**config.mk**
```make
export PLATFORM = sky130hd
export DESIGN_NAME = epm_queue
export DESIGN_NICKNAME = d
export VERILOG_FILES = /design/src/sv/epm_pkg.sv /design/src/sv/epm_queue.sv
export SDC_FILE = /design/constraint.sdc
export NUM_CORES = 1
export LEC_CHECK = 0
export ABC_CLOCK_PERIOD_IN_PS = 30400
export BUFFER_PORTS_ARGS = -buffer_cell sky130_fd_sc_hd__buf_2
export CAP_MARGIN = 15
export CORE_MARGIN = 4
export CORE_UTILIZATION = 57
export CTS_CLUSTER_SIZE = 20
export DETAILED_ROUTE_END_ITERATION = 8
export GPL_TIMING_DRIVEN = 0
export HOLD_SLACK_MARGIN = 0.08
export PLACE_DENSITY = 0.85
export SKIP_CTS_REPAIR_TIMING = 1
export SLEW_MARGIN = 20
export SYNTH_ARGS = -nofsm -noshare
export SYNTH_HDL_FRONTEND = slang
export SYNTH_SLANG_ARGS = --single-unit
export TNS_END_PERCENT = 1
```
**constraint.sdc**
```tcl
create_clock -name clk -period 30.4 [get_ports clk]
set_clock_uncertainty 0.05 [all_clocks]
set_input_delay 4.56 -clock clk [delete_from_list [all_inputs] [get_ports clk]]
set_output_delay 4.56 -clock clk [all_outputs]
set_load 0.02 [all_outputs]
```
**src/sv/epm_pkg.sv**
```systemverilog
// shared types for the pose-to-transform block
// payload structs for both channels and the front-to-back queue entry
`default_nettype none

package epm_pkg;

    // one pose at the input
    typedef struct packed {
        logic               mode;
        logic               is_3d;
        logic signed [31:0] pos_x;
        logic signed [31:0] pos_y;
        logic signed [31:0] pos_z;
        logic signed [31:0] angle_a;
        logic signed [31:0] angle_b;
        logic signed [31:0] angle_g;
    } pose_t;

    // one matrix row at the output
    typedef struct packed {
        logic [1:0]         row_index;
        logic signed [31:0] elem_c0;
        logic signed [31:0] elem_c1;
        logic signed [31:0] elem_c2;
        logic signed [35:0] trans_c3;
        logic               last_row;
    } row_t;

    // pose data that rides along with the angles
    typedef struct packed {
        logic               mode;
        logic signed [31:0] px;
        logic signed [31:0] py;
        logic signed [31:0] pz;
    } meta_t;

    // classified pose: folded Q2.30 angles and negate flags
    typedef struct packed {
        meta_t              meta;
        logic signed [33:0] za;
        logic signed [33:0] zb;
        logic signed [33:0] zg;
        logic               na;
        logic               nb;
        logic               ng;
    } qentry_t;

    localparam int QDEPTH = 2;

endpackage

`default_nettype wire

```
**src/sv/epm_queue.sv**
```systemverilog
// short queue between the front end and the back end
// depends on epm_pkg
`default_nettype none

module epm_queue
    import epm_pkg::*;
(
    input  wire          clk,
    input  wire          rst_n,
    input  wire          push,
    input  wire qentry_t wdata,
    input  wire          pop,
    output qentry_t      rdata,
    output logic         full,
    output logic         empty
);

    localparam int AW = $clog2(QDEPTH);

    qentry_t        mem [0:QDEPTH-1];
    logic [AW-1:0]  wptr_reg, wptr_next;
    logic [AW-1:0]  rptr_reg, rptr_next;
    logic [AW:0]    cnt_reg, cnt_next;
    logic           do_push, do_pop;

    assign full    = (cnt_reg == (AW+1)'(QDEPTH));
    assign empty   = (cnt_reg == '0);
    assign do_push = push && !full;
    assign do_pop  = pop && !empty;
    assign rdata   = mem[rptr_reg];

    // pointer and count update
    always_comb
    begin
        wptr_next = do_push ? ((wptr_reg == AW'(QDEPTH-1)) ? '0 : wptr_reg + 1'b1) : wptr_reg;
        rptr_next = do_pop ? ((rptr_reg == AW'(QDEPTH-1)) ? '0 : rptr_reg + 1'b1) : rptr_reg;
        cnt_next  = cnt_reg + (AW+1)'(do_push) - (AW+1)'(do_pop);
    end

    always_ff @(posedge clk or negedge rst_n)
    begin
        if (!rst_n)
        begin
            wptr_reg <= '0;
            rptr_reg <= '0;
            cnt_reg  <= '0;
        end
        else
        begin
            wptr_reg <= wptr_next;
            rptr_reg <= rptr_next;
            cnt_reg  <= cnt_next;
        end
    end

    // storage
    always_ff @(posedge clk)
    begin
        if (do_push)
            mem[wptr_reg] <= wdata;
    end

endmodule

`default_nettype wire

```
==> results of run 1 <==
## cells by family (layout without fill, tap and decap cells)
family | Yosys count | count (layout)
buf+inv | 25 | 521
simple gates | 6 | 6
xor+xnor | 4 | 4
fa+ha+maj | 2 | 2
mux | 202 | 202
flops | 408 | 408
other cells | 0 | 8
## placed cells by master, fill, tap and decap left out
| cell type | count |
|---|---|
| buf_12 | 5 |
| mux2_2 | 32 |
| edfxtp_1 | 404 |
| buf_2 | 412 |
| nor2_4 | 1 |
| bufinv_16 | 5 |
| nand2b_1 | 1 |
| ha_1 | 2 |
| and3_4 | 1 |
| buf_16 | 8 |
| xor2_1 | 1 |
| inv_6 | 2 |
| nand2_1 | 1 |
| diode_2 | 8 |
| clkbuf_16 | 45 |
| clkbuf_1 | 4 |
| clkinv_1 | 10 |
| xnor2_1 | 3 |
| inv_1 | 2 |
| buf_6 | 19 |
| dfrtp_1 | 4 |
| nor2_1 | 1 |
| clkinv_2 | 6 |
| buf_8 | 1 |
| nor2b_1 | 1 |
| mux2_4 | 170 |
| clkinvlp_4 | 2 |
## through the flow
step           cells  hold slack, ns  total power [mW]
2_1_floorplan    647           0.411              1.36
5_1_grt         1492           0.498              2.17
3_3_place_gp    1397           0.427              1.59
3_5_place_dp    1410           0.449              1.58
6_report        1492           0.457              2.08
4_1_cts         1484           0.456              2.10
## final timing paths
| check | start | endpoint | slack, ns | depth (start not counted) |
|---|---|---|---|---|
| max in group asynchronous | rst_n | wptr_reg | 26.38 | 1 |
| setup reg to reg | cnt_reg[1] | mem[0][85] | 27.95 | 7 |
| hold reg to reg | cnt_reg[1] | cnt_reg[1] | 0.46 | 1 |
| setup / recovery | rptr_reg | rdata[150] | 23.91 | 5 |
| hold / removal | cnt_reg[1] | cnt_reg[1] | 0.46 | 1 |
| min in group asynchronous | rst_n | cnt_reg[0] | 3.79 | 1 |
## per-layer routing
layer  global-route usage  vias to the layer above  wire length (um)
met2                0.392                      348             17800
met3               0.0652                       82              2620
li1                     -                     3528                 -
met4               0.0858                       10              1120
met1                0.244                     3906             11800
met5                    0                        -                68
## layout make-up
cell class | count | area (um^2) | share of cell area
Inverter | 2 | 7.51 | 0.000381
Clock buffer | 49 | 1140 | 0.0579
Multi-Input combinational cell | 214 | 3020 | 0.153
Sequential cell | 408 | 12200 | 0.621
Buffer | 23 | 244 | 0.0124
Tap cell | 341 | 427 | 0.0217
Antenna cell | 8 | 20.0 | 0.00102
Timing Repair Buffer | 422 | 2370 | 0.120
Clock inverter | 25 | 250 | 0.0127
## power by group through the flow
stage | registers (mW) | clock network [mW] | logic [mW]
4_1_cts | 0.802 | 0.521 | 0.779
6_report | 0.800 | 0.512 | 0.769
2_1_floorplan | 0.839 | 0 | 0.525
3_5_place_dp | 0.811 | 0 | 0.772
5_1_grt | 0.810 | 0.549 | 0.808
3_3_place_gp | 0.864 | 0 | 0.725
==> flow_summary_export.csv, run 1 <==
group,metric,value,unit
pwr,switching_power,0.666,mW
critical_path,crit_path_end_kind,"output pin",
yosys,synth_compound_area_frac,0,
critical_path,crit_path_start_kind,"register",
timing,tns,0,ns
yosys,synth_seq_cells,408,
timing,min_period,6.49,ns
timing,slew_viol_final,0,
timing,final_min_period_over_clock_period,0.214,
global_routing,antenna_found_initial,13,
floorplanning,io_pins,410,
timing,rsz0062_at_grt,"no",
global_routing,grt-ovfl-total,0,
layout,final_cell_area,0.0197,mm^2
critical_path,critical-path-top-delay-family,"buffers and inverters",
yosys,synth_top_cell_area_share,0.783,
yosys,ys_seq_area_frac,0.790,
yosys,netlist_instances,647,
global_routing,grt_pass1_wl,50400,um
pwr,p_int,1.42,mW
yosys,synth-edff-count,404,
pwr,swShare,0.320,
critical_path,critPathArrivalTime,1.88,ns
global_routing,grt_max_degree,56,
clock_network,clockRootBuffer,"clkbuf_16",
timing,worstMarginPinSlew,0.623,ns
floorplanning,fp.coreArea,0.0269,mm^2
min_path,hold_path_class,"reg -> reg",
placement,gp_congestion,0.789,
layout,layout-drive-gt1-share,0.620,
yosys,synth_nets,855,
detailed_routing,num_vias,7874,
global_routing,track_usage,0.218,
yosys,yosys-top-cells-count,"edfxtp_1, mux2_4, mux2_2",
yosys,yosysWarnings,0,
yosys,synth_top_family_by_area,"multiplexers",
floorplanning,dieArea,0.0299,mm^2
yosys,synth-xor-area-share,0.00226,
layout,largest_reg_flops,404,
yosys,synth.distinct_cells,16,
yosys,yosysMostFrequentCell,"edfxtp_1",
status,run_status,"finished, final reports clean",
pwr,power.density,106,mW/mm^2
pwr,comb_power_share,0.370,
detailed_routing,totalWireLength,33400,um
yosys,synthArstFlopShare,0.00980,
yosys,yosys.area_share.simple,0.00194,
critical_path,crit_top_cell,"buf_6",
detailed_routing,vias_per_cell,5.28,
critical_path,cp_max_fo,10,
clock_network,clock_path_buffers,3,
timing,setup_viol,0,
critical_path,path_cells,"buf_6 -> buf_6 -> buf_6 -> mux2_4 -> buf_2",
yosys,yosys-mux-area-fraction,0.188,
critical_path,cp.required,25.79,ns
timing,max_slew_margin,0.584,
layout,final_nets,1322,
critical_path,cpPeakStageDelay,0.34,ns
placement,place_area,0.0183,mm^2
layout,area_growth,27.2,%
yosys,synth.area.top_cells,"edfxtp_1, mux2_4, mux2_2",
yosys,yosys_most_used_dff,"edfxtp_1",
timing,fmax,0.154,GHz
clock_network,cts_max_level,2,
critical_path,path_class,"reg -> out",
clock_network,clk_pin_slew_worst_paths,0.06,ns
detailed_routing,postRouteAntennaNets,0,
timing,finalWorstSetupSlack,23.91,ns
pwr,p_seq_frac,0.384,
clock_network,insertion_delay,0.51,ns
clock_network,cts_buffers,43,
clock_network,cts.sinks,408,
detailed_routing,drt_iter0_drc,493,
detailed_routing,wire_per_inst,22.4,um
pwr,p_clk_frac,0.246,
timing,hold_violations,0,
yosys,synthAdderAreaFrac,0.00162,
layout,nFillCells,1572,
floorplanning,start_util,0.576,
placement,port_buffers,409,
placement,hpwl,23300,um
placement,pre_cts_slack,23.83,ns
detailed_routing,firstDrtPassIters,4,
pwr,p_leak,7.94,nW
layout,fin_util,0.733,
detailed_routing,drc,0,
critical_path,slowest_stage,"dfrtp_1",
critical_path,path_buf_inv,4,
flow_run,maxCapViolCount,0,
yosys,synth_largest_area_cell,"edfxtp_1",
global_routing,grt_pass1_vias,8752,
floorplanning,die_w,173,um
clock_network,cts_tree,"yes",
yosys,synth_area,0.0155,mm^2
pwr,vdd_drop_max,0.0681,mV
yosys,syn_avg_cell_area,23.9,um^2
floorplanning,row_count,60,
floorplanning,die-height,173,um
No activity file was read; power rests on OpenSTA's default activity.
==> run 2, diff against run 1 <==
- ABC_CLOCK_PERIOD_IN_PS: 30400 -> 6050
- CORE_UTILIZATION: 57 -> 53
- PLACE_DENSITY: 0.85 -> 0.8
- clock period: 30.4 -> 6.05 ns (I/O delays scaled with it)
==> flow_summary_export.csv, run 2 (synthesis gave the netlist of run 1 again) <==
group,metric,value,unit
clock_network,cts.sinks,408,
critical_path,r2r_start,"cnt_reg[1]",
global_routing,grt-ovfl-total,0,
floorplanning,start_util,0.538,
layout,layout-drive-gt1-share,0.617,
critical_path,crit_path_start,"rptr_reg",
placement,gp_congestion,0.736,
pwr,power.density,521,mW/mm^2
detailed_routing,totalWireLength,32000,um
critical_path,path_class,"reg -> out",
pwr,p_leak,7.90,nW
pwr,p_int,7.00,mW
floorplanning,fp.coreArea,0.0288,mm^2
pwr,p_clk_frac,0.234,
layout,fin_util,0.684,
clock_network,clk_pin_slew_worst_paths,0.06,ns
timing,worstMarginPinSlew,0.569,ns
critical_path,cp.required,5.09,ns
timing,fmax,0.352,GHz
floorplanning,die-height,179,um
detailed_routing,vias_per_cell,5.05,
pwr,swShare,0.317,
floorplanning,die_w,179,um
placement,place_area,0.0184,mm^2
global_routing,grt_pass1_vias,8358,
layout,final_common_cell,"buf_2",
placement,port_buffers,409,
pwr,vdd_drop_max,0.353,mV
detailed_routing,postRouteAntennaNets,0,
layout,final_nets,1322,
clock_network,cts_tree,"yes",
floorplanning,row_count,62,
critical_path,cp_max_fo,10,
timing,max_slew_margin,0.620,
timing,slew_viol_final,0,
min_path,hold_path_class,"in -> async",
pwr,p_seq_frac,0.391,
critical_path,reg2reg_slack,3.78,ns
timing,rsz0062_at_grt,"no",
floorplanning,dieArea,0.0320,mm^2
timing,hold_violations,0,
critical_path,crit_path_end_kind,"output pin",
clock_network,clock_path_buffers,3,
detailed_routing,num_vias,7731,
pwr,comb_power_share,0.375,
layout,nFillCells,1829,
timing,final_min_period_over_clock_period,0.470,
status,run_status,"finished, final reports clean",
layout,largest_reg_flops,404,
detailed_routing,firstDrtPassIters,4,
floorplanning,io_pins,410,
global_routing,grt_max_degree,51,
pwr,p_total,10.3,mW
clock_network,cts_buffers,42,
detailed_routing,wire_per_inst,20.9,um
clock_network,cts_max_level,2,
layout,final_cell_mix,"buf_2, edfxtp_1, mux2_4, clkbuf_16, mux2_2",
timing,setup_viol,0,
placement,hpwl,23300,um
clock_network,insertion_delay,0.52,ns
global_routing,track_usage,0.193,
global_routing,antenna_found_initial,10,
clock_network,clockRootBuffer,"clkbuf_16",
detailed_routing,drt_iter0_drc,382,
timing,min_period,2.84,ns
detailed_routing,drc,0,
layout,area_growth,27.1,%
flow_run,maxCapViolCount,0,
timing,tns,0,ns
pwr,switching_power,3.25,mW
layout,final_cell_area,0.0197,mm^2
critical_path,crit_path_start_kind,"register",
critical_path,critPathArrivalTime,1.88,ns
global_routing,grt_pass1_wl,46800,um
run 2: layer usage:
metal / share of wire / track usage
met3: 0.12 / 0.0911
met4: 0.024 / 0.0627
met5: 0.0017 / 0
met1: 0.34 / 0.209
met2: 0.51 / 0.336
run 2: final timing paths:
check                              endpoint  cells after the start
worst max-delay path             rdata[143]                      5
worst min-delay path               rptr_reg                      1
worst max register to register  mem[0][107]                      7
worst min register to register   cnt_reg[1]                      1
max in group asynchronous          wptr_reg                      1
min in group clk                 cnt_reg[1]                      1
run 2: layout make-up:
| cell class | count | area [um^2] | share of cell area |
|---|---|---|---|
| clock inverter | 13 | 115 | 0.00585 |
| timing repair buffer | 423 | 2400 | 0.122 |
| buffer | 23 | 244 | 0.0124 |
| inverter | 2 | 7.51 | 0.000381 |
| multi-input combinational | 214 | 3020 | 0.153 |
| antenna | 5 | 12.5 | 0.000636 |
| sequential | 408 | 12200 | 0.621 |
| tap | 384 | 480 | 0.0244 |
| clock buffer | 58 | 1170 | 0.0597 |
run 2: power by group through the flow:
stage	Sequential, mW	Clock [mW]	Combinational [mW]
after global routing	4.05	2.60	4.08
after global placement	4.21	0	3.65
after floorplan	4.13	0	2.64
after detailed placement	4.07	0	3.89
after CTS	4.01	2.47	3.91
final	4.01	2.40	3.84
run 2: worst max-delay path, stage by stage, from the launching register on:
cell and delay (ns):
dfrtp_1 0.34, buf_6 0.12, buf_6 0.19, buf_6 0.21
mux2_4 0.34, buf_2 0.17
run 2: through the flow:
stage | cells | hold WS, ns | worst slack (ns)
after floorplan | 647 | 0.418 | -0.139
after CTS | 1525 | 0.112 | 3.16
after global routing | 1529 | 0.117 | 3.13
after global placement | 1440 | 0.436 | -2.72
final | 1530 | 0.135 | 3.21
after detailed placement | 1454 | 0.450 | 3.28
