### config.mk
export PLATFORM = sky130hd
export DESIGN_NAME = epm_front
export DESIGN_NICKNAME = d
export VERILOG_FILES = /design/src/sv/epm_pkg.sv /design/src/sv/epm_front.sv
export SDC_FILE = /design/constraint.sdc
export NUM_CORES = 1
export LEC_CHECK = 0
export ABC_AREA = 0
export BUFFER_PORTS_ARGS = -buffer_cell sky130_fd_sc_hd__buf_2
export CAP_MARGIN = 20
export CORE_ASPECT_RATIO = 2
export CORE_MARGIN = 4
export CORE_UTILIZATION = 33
export DETAILED_ROUTE_END_ITERATION = 7
export SLEW_MARGIN = 30
export SYNTH_ARGS = -nofsm -noshare
export SYNTH_HDL_FRONTEND = slang
export SYNTH_SLANG_ARGS = --single-unit
### constraint.sdc
create_clock -name vclk -period 5.87
set_input_delay 1.174 -clock vclk [all_inputs]
set_output_delay 1.174 -clock vclk [all_outputs]
set_load 0.02 [all_outputs]
### src/sv/epm_pkg.sv
// shared types for the pose-to-transform block
// payload structs for both channels and the front-to-back queue entry
`default_nettype none

package epm_pkg;

    // one pose at the input
    typedef struct packed {
        logic               mode;
        logic               is_3d;
        logic signed [31:0] pos_x;
        logic signed [31:0] pos_y;
        logic signed [31:0] pos_z;
        logic signed [31:0] angle_a;
        logic signed [31:0] angle_b;
        logic signed [31:0] angle_g;
    } pose_t;

    // one matrix row at the output
    typedef struct packed {
        logic [1:0]         row_index;
        logic signed [31:0] elem_c0;
        logic signed [31:0] elem_c1;
        logic signed [31:0] elem_c2;
        logic signed [35:0] trans_c3;
        logic               last_row;
    } row_t;

    // pose data that rides along with the angles
    typedef struct packed {
        logic               mode;
        logic signed [31:0] px;
        logic signed [31:0] py;
        logic signed [31:0] pz;
    } meta_t;

    // classified pose: folded Q2.30 angles and negate flags
    typedef struct packed {
        meta_t              meta;
        logic signed [33:0] za;
        logic signed [33:0] zb;
        logic signed [33:0] zg;
        logic               na;
        logic               nb;
        logic               ng;
    } qentry_t;

    localparam int QDEPTH = 2;

endpackage

`default_nettype wire

### src/sv/epm_front.sv
// front end: wraps the three angles (only alpha for planar poses), folds them into the cordic range
// depends on epm_pkg
`default_nettype none

module epm_front
    import epm_pkg::*;
(
    input  wire pose_t   pose,
    output qentry_t      entry
);

    localparam logic signed [32:0] PI_Q28     = 33'sd843314857;
    localparam logic signed [32:0] TWO_PI_Q28 = 33'sd1686629713;
    localparam logic signed [34:0] HALF_PI_Q30 = 35'sd1686629713;
    localparam logic signed [34:0] PI_Q30      = 35'sd3373259426;

    // wrap into [-pi, pi); one step covers the whole Q3.28 range
    function automatic logic signed [32:0] wrap(input logic signed [31:0] v);
        logic signed [32:0] w;
        w = 33'(v);
        if (w >= PI_Q28)
            w = w - TWO_PI_Q28;
        else if (w < -PI_Q28)
            w = w + TWO_PI_Q28;
        return w;
    endfunction

    // scale to Q2.30 and move by pi towards zero when beyond a quarter turn
    function automatic logic [34:0] fold(input logic signed [32:0] w);
        logic signed [34:0] z;
        logic               n;
        z = {w, 2'b00};
        n = 1'b0;
        if (z > HALF_PI_Q30)
        begin
            z = z - PI_Q30;
            n = 1'b1;
        end
        else if (z < -HALF_PI_Q30)
        begin
            z = z + PI_Q30;
            n = 1'b1;
        end
        return {n, z[33:0]};
    endfunction

    logic [34:0] fa, fb, fg;

    // planar poses force z, beta and gamma to zero
    always_comb
    begin
        fa = fold(wrap(pose.angle_a));
        fb = pose.is_3d ? fold(wrap(pose.angle_b)) : '0;
        fg = pose.is_3d ? fold(wrap(pose.angle_g)) : '0;
        entry.meta.mode = pose.mode;
        entry.meta.px   = pose.pos_x;
        entry.meta.py   = pose.pos_y;
        entry.meta.pz   = pose.is_3d ? pose.pos_z : '0;
        entry.za = fa[33:0];
        entry.zb = fb[33:0];
        entry.zg = fg[33:0];
        entry.na = fa[34];
        entry.nb = fb[34];
        entry.ng = fg[34];
    end

endmodule

`default_nettype wire

==> results of run 1 <==
-- power groups by stage --
stage,registers [mW],clock network [mW],logic (mW)
finish,0,0,3.91
global route,0,0,4.08
CTS,0,0,3.29
detailed placement,0,0,2.74
global placement,0,0,2.72
floorplan,0,0,1.63
-- area by class of cell --
class	count	area, um^2
multi-input combinational	1531	14400
timing repair buffer	1183	9530
fill	2439	9170
tap	436	546
inverter	36	144
-- path summary, 6_finish.rpt --
kind      start         end  slack, ns  cells after the start
min   pose[128]  entry[137]       2.35                      0
max    pose[28]   entry[13]      -0.73                     19
-- per-layer routing --
layer  global-route usage (%)  up-vias
li1                         -     8582
met1                     30.5     9058
met2                     64.3      921
met3                     2.30      371
met4                     23.4        0
met5                        0        -
-- cell families (layout without fill, tap and decap cells) --
logic type | after synthesis | after routing | synth area share, %
AND/OR/NAND/NOR | 731 | 734 | 33.9
XOR/XNOR | 151 | 151 | 12.0
AO/OA/AOI/OAI | 617 | 617 | 40.1
multiplexers | 14 | 14 | 1.25
other | 1 | 3 | 0.0331
buffers and inverters | 241 | 1219 | 11.4
adder cells (fa/ha/maj) | 12 | 12 | 1.33
-- layout by cell type, fill, tap and decap left out, types with 18 or more instances in the layout --
cell type / netlist / routed
a211oi_2: 6 / 18
a21oi_1: 106 / 60
a21oi_2: 4 / 32
a21oi_4: 0 / 18
a31oi_1: 38 / 22
and2_1: 67 / 59
buf_2: 29 / 150
buf_4: 78 / 821
buf_6: 8 / 182
inv_1: 35 / 30
nand2_1: 151 / 139
nand2b_1: 19 / 19
nand3_1: 71 / 54
nand4_1: 24 / 24
nor2_1: 156 / 106
nor2_2: 1 / 42
nor3_1: 64 / 33
o211ai_1: 32 / 32
o21a_1: 29 / 25
o21ai_0: 84 / 48
xnor2_1: 97 / 35
xnor2_2: 2 / 63
xor2_2: 1 / 31
-- timing repair --
action | in CTS | in global routing
hold endpoints to repair | 0 | 0
pin swaps | 157 | 244
setup buffers | 123 | 99
gates cloned | 3 | 3
endpoints found under the setup margin | 102 | 102
gates resized for setup | 466 | 421
==> impl_metrics.csv, run 1 <==
group,metric,value,unit
run_status,status,"complete, but fails checks",
run_status,violations,"negative setup slack",
floorplanning,die_w,139,um
drt,wirelength,71300,um
sta,worst_slew_pin_slew,0.632,ns
power,p_switching,2.01,mW
global_routing,grt_start_max_net_pins,50,
sta,clock.fmax,0.151,GHz
layout,n_clock_buffer,0,
sta,fin_hold_ws,2.35,ns
floorplanning,dieArea,37500,um^2
yosys,yosys-top-cells-count,"nor2_1, nand2_1, a21oi_1, xnor2_1, clkbuf_1",
worst_setup_path,critical_path.startpoint_type,"input port",
clock_tree,hold_buffers,0,
yosys,yosys.area.top_type,"xnor2_1",
worst_setup_path,criticalPathCategory,"input port to output pin",
worst_setup_path,path_buf_inv,7,
worst_setup_path,cp_slowest_stage_delay,0.55,ns
sta,maxSlewHeadroom,57.6,%
layout,seq_area,0,um^2
placement,gp_congestion,1.05,
sta,hold_viol,0,
placement,placed_area,18800,um^2
sta,setup_viol,102,
yosys,synth.most_common_cell,"nor2_1",
worst_setup_path,endpoint_kind,"output pin",
layout,syn_to_final_growth,117,%
placement,dpl.hpwl,51400,um
yosys,netlist_instances,1767,
layout,diodes,0,
drt,wl_per_cell,22.4,um
drt,drt_first_pass_iters,5,
layout,final_nets,2958,
sta,drv_slew,0,
global_routing,track_usage,32.4,%
worst_setup_path,crit_chain,"buf_8, or4b_4, or4_4, and3_4, and3_4, a211oi_4, xor2_4, buf_6, o21ai_2, a2111o_1, buf_4, buf_6, a21oi_4, buf_12, buf_6, a22oi_1, xnor2_1, nor2_2, buf_6",
floorplanning,io-pin-count,396,
placement,dp.cells,2973,
power,p_leak,10.5,nW
placement,dpl_worst_slack,-0.944,ns
power,power.share.sequential,0,%
sta,layout_min_cycle_time,6.60,ns
global_routing,grt_pass1_vias,18997,
yosys,postSynthAreaPerCell,6.41,um^2
power,p_int,1.90,mW
job,cap_violations,0,
layout,fin_area,24600,um^2
power,sw_frac_of_total,51.4,%
sta,rsz0062_at_grt,"true",
drt,drt_iter0_drc,1083,
sta,tns,-52.77,ns
power,power_density,159,nW/um^2
layout,layout-drive-gt1-share,65.7,%
drt,wl_met2,38000,um
drt,detail-route-antenna-nets,0,
power,pwr-share-clk,0,%
layout,design.seq.count,0,
power,comb_power_share,100.0,%
drt,top_layer_used,"met4",
drt,vias_per_cell,5.94,
yosys,syn_area,11300,um^2
yosys,synth_cell_types,114,
placement,port_buffers,263,
power,ir_drop,0.000133,V
global_routing,antenna_found_initial,0,
floorplanning,core-area,33800,um^2
yosys,yosysWarnings,0,
yosys,synth_top_area_share,7.50,%
worst_setup_path,crit_slowest_cell,"or4b_4",
yosys,synth_seq_area_share,0,%
worst_setup_path,crit_path_frequent_cell,"buf_6",
floorplanning,initial_core_util,33.6,%
layout,finalNonFillerCells,3186,
global_routing,grt_pass1_wl,100000,um
sta,fin_crit_sh,113,%
drt,drc,0,
worst_setup_path,required,4.70,ns
drt,routed-wl-met3,2980,um
global_routing,grt_remaining_overflow,0,
worst_setup_path,cp_max_fo,6,
layout,post-route-util,72.8,%
worst_setup_path,cpLargestDelayFamily,"simple AND/OR/NAND/NOR gates",
drt,wl_met1,23400,um
drt,vias,18932,
min_path,hold_path.class,"input port to output pin",
worst_setup_path,worst_ep_arrival_time,5.43,ns
floorplanning,num_rows,95,
yosys,synth_area_leaders,"xnor2_1, buf_4, nor2_1",
power,report.power.total,3.91,mW
sta,layout_setup_ws,-0.735,ns
floorplanning,die_h,270,um
(Power assumes the default switching activity.)
==> run 2, diff against run 1 <==
--- a/config.mk
+++ b/config.mk
@@ -10,8 +10,10 @@
 export CAP_MARGIN = 20
 export CORE_ASPECT_RATIO = 2
 export CORE_MARGIN = 4
-export CORE_UTILIZATION = 33
+export CORE_UTILIZATION = 49
 export DETAILED_ROUTE_END_ITERATION = 7
+export MAX_ROUTING_LAYER = met4
+export PLACE_DENSITY = 0.82
 export SLEW_MARGIN = 30
 export SYNTH_ARGS = -nofsm -noshare
 export SYNTH_HDL_FRONTEND = slang
==> run 2 against run 1 <==
Effect of this change: the run now fails in 5_1_grt; synthesized cell count stayed put; synthesized area stayed put.
==> impl_metrics.csv, run 2 <==
group,metric,value,unit
run_status,status,"did not finish",
run_status,flow.stopped_at,"5_1_grt",
run_status,error,"[ERROR GRT-0116] Global routing finished with congestion. Check the congestion regions in the DRC Viewer.",
floorplanning,io-pin-count,396,
placement,port_buffers,263,
floorplanning,die_w,116,um
yosys,synth_area_leaders,"xnor2_1, buf_4, nor2_1",
yosys,synth_cell_types,114,
floorplanning,die_h,223,um
placement,dp.cells,2766,
yosys,synth.most_common_cell,"nor2_1",
yosys,yosys-top-cells-count,"nor2_1, nand2_1, a21oi_1, xnor2_1, clkbuf_1",
global_routing,grt_start_max_net_pins,63,
floorplanning,initial_core_util,49.8,%
yosys,synth_seq_area_share,0,%
yosys,netlist_instances,1767,
floorplanning,num_rows,78,
yosys,yosysWarnings,0,
global_routing,track_usage,91.5,%
placement,gp_congestion,1.13,
yosys,synth_top_area_share,7.50,%
global_routing,grt_pass1_wl,183000,um
yosys,postSynthAreaPerCell,6.41,um^2
yosys,yosys.area.top_type,"xnor2_1",
global_routing,grt_pass1_vias,28094,
global_routing,grt_remaining_overflow,1090,
placement,dpl.hpwl,49800,um
clock_tree,hold_buffers,0,
yosys,syn_area,11300,um^2
-- run 2: cell counts after synthesis --
No cell type changed its count.
-- run 2: kinds of logic after synthesis --
| kind of cell | after synthesis | synth area share [%] |
|---|---|---|
| compound gates | 617 | 40.1 |
| mux | 14 | 1.25 |
| buf+inv | 241 | 11.4 |
| xor+xnor | 151 | 12.0 |
| other cells | 1 | 0.0331 |
| fa+ha+maj | 12 | 1.33 |
| simple gates | 731 | 33.9 |
-- run 2: repair_timing --
action	in CTS
gates cloned	3
pin swaps	243
resized for setup	648
buffers inserted	127
setup endpoints to repair	102
-- run 2: through the flow --
step | setup WS, ns | instance area (um^2)
after global placement | -0.695 | 18100
after floorplan | -0.238 | 12700
after detailed placement | -0.765 | 18100
after CTS | -0.449 | 22000
-- run 2: metal layers --
metal	GRT overflow	GRT usage [%]
met1	8	82.4
met2	821	112
met3	10	70.6
met4	251	99.5
met5	-	-
==> run 3, diff against run 2 <==
--- a/config.mk
+++ b/config.mk
@@ -8,12 +8,10 @@
 export ABC_AREA = 0
 export BUFFER_PORTS_ARGS = -buffer_cell sky130_fd_sc_hd__buf_2
 export CAP_MARGIN = 20
-export CORE_ASPECT_RATIO = 2
 export CORE_MARGIN = 4
-export CORE_UTILIZATION = 49
+export CORE_UTILIZATION = 35
 export DETAILED_ROUTE_END_ITERATION = 7
-export MAX_ROUTING_LAYER = met4
-export PLACE_DENSITY = 0.82
+export PLACE_DENSITY_LB_ADDON = 0.15
 export SLEW_MARGIN = 30
 export SYNTH_ARGS = -nofsm -noshare
 export SYNTH_HDL_FRONTEND = slang
==> constraint.sdc (replaced) <==
create_clock -name vclk -period 7.6
set_input_delay 1.52 -clock vclk [all_inputs]
set_output_delay 1.52 -clock vclk [all_outputs]
set_load 0.02 [all_outputs]
==> run 3 against run 2 <==
Effect of this change: the flow now finishes without violations.
==> impl_metrics.csv, run 3 (same netlist as run 1, synthesis figures left out) <==
group,metric,value,unit
min_path,min_path_cells,0,
power,power_density,121,nW/um^2
worst_setup_path,critical_path.startpoint_type,"input port",
floorplanning,die_w,188,um
global_routing,grt_start_max_net_pins,64,
layout,final_nets,2262,
sta,clock.fmax,0.134,GHz
min_path,min_from,"pose[132]",
sta,worst_slew_pin_slew,0.820,ns
floorplanning,dieArea,35300,um^2
layout,mostFrequentLayoutCell,"buf_2",
sta,rsz0062_at_grt,"true",
drt,vias,15035,
global_routing,grt_pass1_vias,13731,
layout,nFillCells,3426,
layout,final_cell_mix,"buf_2, buf_4, nor2_1",
worst_setup_path,endpoint_kind,"output pin",
worst_setup_path,worst_ep_arrival_time,5.92,ns
sta,fin_crit_sh,98.0,%
sta,tns,0,ns
layout,diodes,0,
global_routing,grt_pass1_wl,74900,um
placement,gp_congestion,0.989,
drt,drc,0,
global_routing,antenna_found_initial,1,
sta,maxSlewHeadroom,45.4,%
min_path,hold_path.class,"input port to output pin",
power,p_leak,5.76,nW
layout,design.seq.count,0,
drt,drt_first_pass_iters,6,
drt,wirelength,48400,um
run_status,status,"finished clean",
sta,drv_slew,0,
floorplanning,die_h,188,um
power,report.power.total,1.69,mW
placement,dpl.hpwl,39600,um
layout,layout-drive-gt1-share,29.7,%
drt,vias_per_cell,6.12,
worst_setup_path,required,6.08,ns
worst_setup_path,criticalPathCategory,"input port to output pin",
floorplanning,initial_core_util,35.7,%
global_routing,grt_remaining_overflow,0,
global_routing,track_usage,24.9,%
min_path,hold_end,"entry[141]",
placement,port_buffers,263,
floorplanning,core-area,31700,um^2
floorplanning,io-pin-count,396,
job,cap_violations,0,
worst_setup_path,cp_max_fo,9,
layout,n_clock_buffer,0,
drt,drt_iter0_drc,1157,
sta,setup_viol,0,
floorplanning,num_rows,65,
sta,hold_viol,0,
clock_tree,hold_buffers,0,
sta,layout_min_cycle_time,7.44,ns
layout,seq_area,0,um^2
power,ir_drop,0.000106,V
drt,wl_per_cell,19.7,um
layout,syn_to_final_growth,23.5,%
drt,detail-route-antenna-nets,0,
-- run 3: critical path: stages --
cell	delay [ns]
buf_2	0.12
or2_1	0.24
or4_1	0.55
or3_4	0.41
o211ai_4	0.26
buf_4	0.16
o2bb2ai_1	0.07
xnor2_1	0.38
buf_4	0.23
nor3_1	0.06
a2111oi_0	0.50
o21a_1	0.22
and2_2	0.21
buf_4	0.20
nand3_1	0.10
and3_1	0.18
nor3_2	0.25
buf_2	0.23
-- run 3: final cells by class --
| class | count | area, um^2 | share of cell area (%) |
|---|---|---|---|
| inverters | 36 | 136 | 0.974 |
| repair buffers | 490 | 3070 | 22.0 |
| multi-input cells | 1528 | 10300 | 73.5 |
| well taps | 402 | 503 | 3.59 |
-- run 3: worst max-delay path by stage --
stage | depth (start not counted) | startpoint | endpoint
floorplan | 18 | pose[0] | entry[8]
global placement | 17 | pose[46] | entry[64]
detailed placement | 17 | pose[46] | entry[64]
CTS | 18 | pose[48] | entry[63]
global route | 19 | pose[32] | entry[63]
finish | 18 | pose[48] | entry[63]
-- run 3: through the flow --
step                      instance area, um^2  std cells  utilization, %  hold WS (ns)  setup WS [ns]
after floorplan                         11300       1769               -          3.15          0.388
after global placement                  13600       2440            42.9          3.04         -0.131
after detailed placement                13600       2440            43.0          3.04         -0.247
after CTS                               13700       2443            43.1          3.04        0.00828
after global routing                    14000       2456            44.1          3.04        -0.0910
final                                   14000       2456            44.1          3.04          0.155
-- run 3: metal layers --
| metal | wire [um] | part of all wire [%] | global-route usage, % | vias up |
|---|---|---|---|---|
| li1 | - | - | - | 7197 |
| met1 | 21700 | 45 | 35.2 | 7073 |
| met2 | 22500 | 46 | 42.0 | 677 |
| met3 | 3090 | 6.4 | 1.73 | 88 |
| met4 | 1200 | 2.5 | 4.43 | 0 |
| met5 | 0 | 0 | 0 | - |
-- run 3: report_power, final --
part | switching [mW] | internal (mW) | leakage [nW]
combinational | 1.03 | 0.661 | 5.76
sequential | 0 | 0 | 0
clock | 0 | 0 | 0
-- run 3: repair_timing --
item,4_1_cts,5_1_grt
buffers inserted,3,13
resized for setup,3,44
cloned,0,0
pin swaps,1,11
endpoints found under the setup margin,12,66
hold endpoints to repair,0,0
